<file path="src/hdl/fcrc_pkg.sv">
// shared types, class codes and crc function for the framed crc-8 receiver
package fcrc_pkg;

  localparam int unsigned QUEUE_DEPTH = 4;
  localparam logic [7:0] CRC_POLY = 8'h8C;

  localparam int unsigned CLS_W = 3;
  localparam logic [CLS_W-1:0] CLS_SEQ  = 3'd0;
  localparam logic [CLS_W-1:0] CLS_LEN  = 3'd1;
  localparam logic [CLS_W-1:0] CLS_REG  = 3'd2;
  localparam logic [CLS_W-1:0] CLS_DATA = 3'd3;
  localparam logic [CLS_W-1:0] CLS_CRC  = 3'd4;

  localparam logic RESULT_PAYLOAD = 1'b0;
  localparam logic RESULT_STATUS  = 1'b1;

  typedef struct packed {
    logic [CLS_W-1:0] cls;
    logic [7:0]       data;
  } fcrc_item_t;

  typedef struct packed {
    logic [7:0] frame_seq;
    logic [7:0] expected_crc;
    logic       crc_ok;
    logic       is_register;
    logic [7:0] payload_byte;
  } fcrc_result_t;

  function automatic logic [7:0] crc8_update(input logic [7:0] crc, input logic [7:0] b);
    logic [7:0] c;
    logic [7:0] x;
    logic       fb;
    c = crc;
    x = b;
    for (int k = 0; k < 8; k++) begin
      fb = c[0] ^ x[0];
      c = {1'b0, c[7:1]};
      if (fb) begin
        c = c ^ CRC_POLY;
      end
      x = {1'b0, x[7:1]};
    end
    return c;
  endfunction

endpackage

</file>
<file path="src/hdl/frame_receiver_crc8_check_top.sv">
// top level of the framed byte receiver with crc-8 check
//
// channel   direction  fields
// s_axis    in         tdata[7:0] rx_byte
// m_axis    out        tuser result_kind; tdata payload, flags, crc, sequence
//
// one byte accepted per cycle when the queue has room; each byte is held
// in the queue, and its result is then registered in the result register
// sequence and length bytes flow through the queue but give no result
// a stalled output fills the queue, then s_tready drops
// rst is synchronous and returns the parser to the start of a frame
module frame_receiver_crc8_check_top #(
  parameter int unsigned QUEUE_DEPTH = fcrc_pkg::QUEUE_DEPTH
) (
  input  logic        clk,
  input  logic        rst,
  input  logic        s_tvalid,
  output logic        s_tready,
  input  logic [7:0]  s_tdata,   // [7:0] rx_byte
  output logic        m_tvalid,
  input  logic        m_tready,
  output logic [31:0] m_tdata,   // [7:0] payload_byte, [8] is_register, [9] crc_ok,
                                 // [17:10] expected_crc, [25:18] frame_seq, rest zero
  output logic        m_tuser    // [0] result_kind
);

  fcrc_pkg::fcrc_item_t   push_item;
  fcrc_pkg::fcrc_item_t   pop_item;
  fcrc_pkg::fcrc_result_t out_result;
  logic push_valid;
  logic push_ready;
  logic pop_valid;
  logic pop_ready;
  logic [$clog2(QUEUE_DEPTH+1)-1:0] q_count;

  fcrc_front u_front (
    .clk        (clk),
    .rst        (rst),
    .in_valid   (s_tvalid),
    .in_ready   (s_tready),
    .in_byte    (s_tdata),
    .push_valid (push_valid),
    .push_ready (push_ready),
    .push_item  (push_item)
  );

  fcrc_queue #(
    .DEPTH (QUEUE_DEPTH)
  ) u_queue (
    .clk        (clk),
    .rst        (rst),
    .push_valid (push_valid),
    .push_ready (push_ready),
    .push_item  (push_item),
    .pop_valid  (pop_valid),
    .pop_ready  (pop_ready),
    .pop_item   (pop_item),
    .count      (q_count)
  );

  fcrc_back u_back (
    .clk        (clk),
    .rst        (rst),
    .pop_valid  (pop_valid),
    .pop_ready  (pop_ready),
    .pop_item   (pop_item),
    .out_valid  (m_tvalid),
    .out_ready  (m_tready),
    .out_kind   (m_tuser),
    .out_result (out_result)
  );

  assign m_tdata = {6'd0, out_result};

  a_status_no_payload: assert property (@(posedge clk) disable iff (rst)
    m_tvalid && (m_tuser == fcrc_pkg::RESULT_STATUS) |-> m_tdata[8:0] == 9'd0)
    else $error("status transaction carries payload bits");

  a_payload_no_status: assert property (@(posedge clk) disable iff (rst)
    m_tvalid && (m_tuser == fcrc_pkg::RESULT_PAYLOAD) |-> m_tdata[17:9] == 9'd0)
    else $error("payload transaction carries crc bits");

  a_push_fills_queue: assert property (@(posedge clk) disable iff (rst)
    s_tvalid && s_tready |=> q_count != '0)
    else $error("accepted byte missing from queue");

  a_idle_after_reset: assert property (@(posedge clk)
    rst |=> !m_tvalid)
    else $error("output valid straight after reset");

endmodule

</file>
<file path="src/hdl/fcrc_front.sv">
// front end: accepts received bytes and tags each with its place in the frame
module fcrc_front (
  input  logic                clk,
  input  logic                rst,
  input  logic                in_valid,
  output logic                in_ready,
  input  logic [7:0]          in_byte,
  output logic                push_valid,
  input  logic                push_ready,
  output fcrc_pkg::fcrc_item_t push_item
);

  localparam logic [2:0] PH_SEQ  = 3'd0;
  localparam logic [2:0] PH_LEN  = 3'd1;
  localparam logic [2:0] PH_REG  = 3'd2;
  localparam logic [2:0] PH_DATA = 3'd3;
  localparam logic [2:0] PH_CRC  = 3'd4;

  logic [2:0] phase;
  logic [2:0] phase_next;
  logic [7:0] remaining;
  logic [7:0] remaining_next;
  logic [fcrc_pkg::CLS_W-1:0] cls;
  logic       take;

  assign in_ready   = push_ready;
  assign push_valid = in_valid;
  assign take       = in_valid && push_ready;
  assign push_item.cls  = cls;
  assign push_item.data = in_byte;

  always_comb begin
    phase_next     = phase;
    remaining_next = remaining;
    cls            = fcrc_pkg::CLS_SEQ;
    unique case (phase)
      PH_LEN: begin
        cls            = fcrc_pkg::CLS_LEN;
        remaining_next = in_byte;
        phase_next     = PH_REG;
      end
      PH_REG: begin
        cls        = fcrc_pkg::CLS_REG;
        phase_next = (remaining != 8'd0) ? PH_DATA : PH_CRC;
      end
      PH_DATA: begin
        cls            = fcrc_pkg::CLS_DATA;
        remaining_next = remaining - 8'd1;
        if (remaining == 8'd1) begin
          phase_next = PH_CRC;
        end
      end
      PH_CRC: begin
        cls            = fcrc_pkg::CLS_CRC;
        remaining_next = 8'd0;
        phase_next     = PH_SEQ;
      end
      default: begin
        cls            = fcrc_pkg::CLS_SEQ;
        remaining_next = 8'd0;
        phase_next     = PH_LEN;
      end
    endcase
  end

  always_ff @(posedge clk) begin
    if (rst) begin
      phase     <= PH_SEQ;
      remaining <= 8'd0;
    end else if (take) begin
      phase     <= phase_next;
      remaining <= remaining_next;
    end
  end

endmodule

</file>
<file path="src/hdl/fcrc_queue.sv">
// short queue of tagged bytes between front and back
module fcrc_queue #(
  parameter int unsigned DEPTH = fcrc_pkg::QUEUE_DEPTH
) (
  input  logic                 clk,
  input  logic                 rst,
  input  logic                 push_valid,
  output logic                 push_ready,
  input  fcrc_pkg::fcrc_item_t push_item,
  output logic                 pop_valid,
  input  logic                 pop_ready,
  output fcrc_pkg::fcrc_item_t pop_item,
  output logic [$clog2(DEPTH+1)-1:0] count
);

  localparam int unsigned PTR_W = (DEPTH > 1) ? $clog2(DEPTH) : 1;
  localparam int unsigned CNT_W = $clog2(DEPTH+1);

  fcrc_pkg::fcrc_item_t entries [DEPTH];
  logic [PTR_W-1:0] wr_ptr;
  logic [PTR_W-1:0] rd_ptr;
  logic             do_push;
  logic             do_pop;

  assign push_ready = (count != CNT_W'(DEPTH));
  assign pop_valid  = (count != '0);
  assign pop_item   = entries[rd_ptr];
  assign do_push    = push_valid && push_ready;
  assign do_pop     = pop_valid && pop_ready;

  always_ff @(posedge clk) begin
    if (do_push) begin
      entries[wr_ptr] <= push_item;
    end
  end

  always_ff @(posedge clk) begin
    if (rst) begin
      wr_ptr <= '0;
      rd_ptr <= '0;
      count  <= '0;
    end else begin
      if (do_push) begin
        wr_ptr <= (wr_ptr == PTR_W'(DEPTH-1)) ? '0 : wr_ptr + PTR_W'(1);
      end
      if (do_pop) begin
        rd_ptr <= (rd_ptr == PTR_W'(DEPTH-1)) ? '0 : rd_ptr + PTR_W'(1);
      end
      if (do_push && !do_pop) begin
        count <= count + CNT_W'(1);
      end else if (!do_push && do_pop) begin
        count <= count - CNT_W'(1);
      end
    end
  end

endmodule

</file>
<file path="src/hdl/fcrc_back.sv">
// back end: running crc, sequence latch and registered result output
module fcrc_back (
  input  logic                  clk,
  input  logic                  rst,
  input  logic                  pop_valid,
  output logic                  pop_ready,
  input  fcrc_pkg::fcrc_item_t  pop_item,
  output logic                  out_valid,
  input  logic                  out_ready,
  output logic                  out_kind,
  output fcrc_pkg::fcrc_result_t out_result
);

  logic [7:0] crc;
  logic [7:0] crc_next;
  logic [7:0] seq;
  logic [7:0] seq_next;
  logic [7:0] crc_in;
  logic       produce;
  logic       take;
  logic       kind_next;
  fcrc_pkg::fcrc_result_t result_next;

  assign pop_ready = !out_valid || out_ready;
  assign take      = pop_valid && pop_ready;
  assign crc_in    = (pop_item.cls == fcrc_pkg::CLS_SEQ) ? 8'd0 : crc;

  always_comb begin
    crc_next    = fcrc_pkg::crc8_update(crc_in, pop_item.data);
    seq_next    = seq;
    produce     = 1'b0;
    kind_next   = fcrc_pkg::RESULT_PAYLOAD;
    result_next = '0;
    unique case (pop_item.cls) inside
      fcrc_pkg::CLS_REG, fcrc_pkg::CLS_DATA: begin
        produce                  = 1'b1;
        result_next.payload_byte = pop_item.data;
        result_next.is_register  = (pop_item.cls == fcrc_pkg::CLS_REG);
      end
      fcrc_pkg::CLS_CRC: begin
        produce                  = 1'b1;
        kind_next                = fcrc_pkg::RESULT_STATUS;
        crc_next                 = 8'd0;
        result_next.crc_ok       = (pop_item.data == crc);
        result_next.expected_crc = crc;
      end
      fcrc_pkg::CLS_LEN: begin
      end
      default: begin
        seq_next = pop_item.data;
      end
    endcase
    result_next.frame_seq = seq_next;
  end

  always_ff @(posedge clk) begin
    if (rst) begin
      crc       <= 8'd0;
      seq       <= 8'd0;
      out_valid <= 1'b0;
    end else begin
      if (take) begin
        crc <= crc_next;
        seq <= seq_next;
      end
      if (take && produce) begin
        out_valid <= 1'b1;
      end else if (out_ready) begin
        out_valid <= 1'b0;
      end
    end
  end

  always_ff @(posedge clk) begin
    if (take && produce) begin
      out_kind   <= kind_next;
      out_result <= result_next;
    end
  end

endmodule
</file>
<file path="config.mk">
export PLATFORM = sky130hd
export DESIGN_NAME = frame_receiver_crc8_check_top
export DESIGN_NICKNAME = d
export VERILOG_FILES = /design/src/hdl/fcrc_pkg.sv /design/src/hdl/frame_receiver_crc8_check_top.sv /design/src/hdl/fcrc_front.sv /design/src/hdl/fcrc_queue.sv /design/src/hdl/fcrc_back.sv
export SDC_FILE = /design/constraint.sdc
export NUM_CORES = 1
export LEC_CHECK = 0
export ABC_AREA = 0
export BUFFER_PORTS_ARGS = -buffer_cell sky130_fd_sc_hd__buf_2
export CORE_UTILIZATION = 50
export CTS_CLUSTER_DIAMETER = 100
export DETAILED_ROUTE_END_ITERATION = 10
export GPL_ROUTABILITY_DRIVEN = 0
export PLACE_DENSITY_LB_ADDON = 0.15
export SLEW_MARGIN = 0
export SYNTH_ARGS = -nofsm -noshare
export SYNTH_HDL_FRONTEND = slang
export SYNTH_SLANG_ARGS = --single-unit
</file>
<file path="constraint.sdc">
create_clock -name clk -period 3.8 [get_ports clk]
set_input_delay 0.57 -clock clk [delete_from_list [all_inputs] [get_ports clk]]
set_output_delay 0.57 -clock clk [all_outputs]
set_load 0.02 [all_outputs]
</file>
==> run_results.csv <==
group,metric,value,unit
run_status,status,"finished, final reports clean",
finish,insertedDiodeCount,0,
grt,track_usage,0.191,
run,maxCapViolCount,0,
sta,timing.slew.headroom,0.464,
finish,syn_to_final_growth,9.55,%
cts,clock_tree.root_cell,"clkbuf_8",
power_and_ir_drop,vdd_ir_drop_max,0.000425,V
power_and_ir_drop,power.static_leakage,0.00207,uW
setup_path,crit_fanout,15,
cts,hold_buffers,0,
route,vias_per_cell,5.33,
grt,first_global_vias,2968,
die,row_count,35,
sta,finClkSkew,0.00939,ns
grt,grt_antenna_before_repair,0,
die,die_h,102,um
setup_path,cp.arrival,3.24,ns
die,ios,47,
synthesis,synth_edf_count,71,
grt,grt_pass1_wl,14700,um
cts,insertion_delay,0.36,ns
sta,post-route-period-util,0.792,
sta,hold_viol,0,
cts,cts_buffers,9,
sta,tightestPinTransition,0.797,ns
finish,final_common_cell,"edfxtp_1",
sta,rsz0062_at_grt,"false",
cts,cts-resized-gates,0,
route,routed_wl,8900,um
hold_path,hp-class,"in -> reg",
sta,finalCriticalPeriod,3.01,ns
setup_path,worstSetupEndpointType,"flip-flop",
power_and_ir_drop,p_per_area,908,nW/um^2
power_and_ir_drop,p_total,4930,uW
synthesis,yosys_warnings,0,
route,ant_nets,0,
synthesis,ys_ff_latch,108,
die,core,9420,um^2
route,post_drt_wl_per_cell,15.7,um
finish,drive_gt1_frac,0.171,
cts,cts.sinks,108,
cts,clk_pin_slew,0.10,ns
die,die_w,102,um
synthesis,synth_cell_types,51,
place,dp_hpwl,6260,um
synthesis,synth_area,4950,um^2
synthesis,synthArstFlopShare,0,
sta,whs,0.438,ns
cts,cts_tree,"done",
die,dieArea,10300,um^2
setup_path,worstSetupStartpointType,"flip-flop",
route,drc,0,
synthesis,ys_seq_area_frac,0.580,
route,detail_route.first_pass.iterations,4,
route,vias,3021,
grt,gr-total-overflow,0,
sta,tns,0,ns
sta,clock.fmax,332,MHz
sta,setup_viol,0,
synthesis,synthFlopType,"edfxtp_1",
grt,grt_max_degree,36,
synthesis,postSynthAreaPerCell,12.5,um^2
cts,h-tree-depth,3,
hold_path,hold_path_startpoint,"s_tdata[6]",
finish,final_cell_mix,"edfxtp_1, buf_2, nor2_1",
die,start_util,0.526,
finish,nNetsFinal,455,
setup_path,required,4.04,ns
place,post-place-cells,551,
sta,finalMaxSlewViolations,0,
cts,cts.path.max_buffers,2,
synthesis,synthCells,396,
route,drt_iter0_markers,91,
setup_path,path_class,"reg -> reg",
place,port_buffers,40,
finish,final_cells,567,
cts,cts_setup_buffers,0,
==> cell families (layout without fill, tap and decap cells) <==
kind of cell	Yosys count	count (layout)	share of synthesized area
muxes	26	26	0.0867
adders and majority gates	10	10	0.0268
other	1	6	0.000757
xor gates and xnor gates	40	40	0.0862
DFF	108	108	0.580
buffers and inverters	40	77	0.0366
AOI/OAI and AO/OA	56	56	0.0672
and+or+nand+nor	115	115	0.116
==> stage by stage <==
stage	cell area (um^2)	utilization	worst slack (ns)
2_1_floorplan	4970	-	1.03
3_3_place_gp	5250	0.558	0.854
3_5_place_dp	5250	0.558	0.761
4_1_cts	5430	0.576	0.735
5_1_grt	5430	0.576	0.639
6_report	5430	0.576	0.792
==> where the power goes <==
group          internal, uW  switching (uW)  leakage, uW
Combinational          1120            1350      0.00102
Sequential             1640             195     0.000962
Clock                   245             381    0.0000825
Total                  3000            1930      0.00207
==> cell type report <==
cell class | count | area [um^2]
timing repair buffer | 44 | 230
clock inverter | 6 | 47.5
multi-input combinational | 253 | 1920
clock buffer | 10 | 128
sequential | 108 | 2870
tap | 129 | 161
inverter | 17 | 63.8
fill | 819 | 3990
==> synth_stat cells, drive strengths merged (3+ instances only) <==
master  instances  area share
xnor3           3       0.014
dfxtp          37        0.15
nand3           4      0.0040
ha              9       0.023
nor3            9      0.0091
or3             4      0.0051
a22oi           6      0.0091
edfxtp         71        0.43
nand2          23       0.017
a21oi          21       0.021
o21ai          18       0.018
xor2           13       0.023
xnor2          23       0.044
and3           14       0.018
mux2i          11       0.022
buf             8       0.012
mux4           11       0.055
inv            16       0.012
nand2b          4      0.0051
mux2            4      0.0091
o31ai           3      0.0045
nor2b           6      0.0076
nor2           40       0.033
nor4            3      0.0038
clkbuf         15       0.011
and2            3      0.0043
==> worst paths after layout <==
| kind | to | slack [ns] | depth (start not counted) |
|---|---|---|---|
| max | u_back.crc[2] | 0.79 | 6 |
| min | u_queue.entries[2][6] | 0.44 | 1 |
| max reg2reg | u_back.crc[2] | 0.79 | 6 |
| min reg2reg | u_queue.wr_ptr[1] | 0.50 | 2 |
==> sequential cells by signal, summed over array words and instances (netlist names), named ones only <==
name               flops
u_back.out_kind        1
u_back.out_result     26
u_front.phase          3
u_queue.wr_ptr         2
u_back.seq             8
u_queue.count          3
u_front.remaining      8
u_queue.entries       44
u_back.out_valid       1
u_back.crc             8
u_queue.rd_ptr         2
==> worst max-delay path: stages (launching register included) <==
cell     delay, ns
dfxtp_1       0.75
mux4_1        0.86
or3_1         0.54
and2_4        0.19
xnor3_1       0.33
a22oi_1       0.16
nor2_1        0.05
==> per-layer routing <==
layer | global-route usage | up-vias | share of wire
met2 | 0.327 | 62 | 0.50
met1 | 0.238 | 1467 | 0.46
met5 | 0 | - | 0
met3 | 0.0428 | 10 | 0.024
met4 | 0.0691 | 0 | 0.013
li1 | - | 1482 | -
Note: power is estimated with default switching activity, not from simulation.
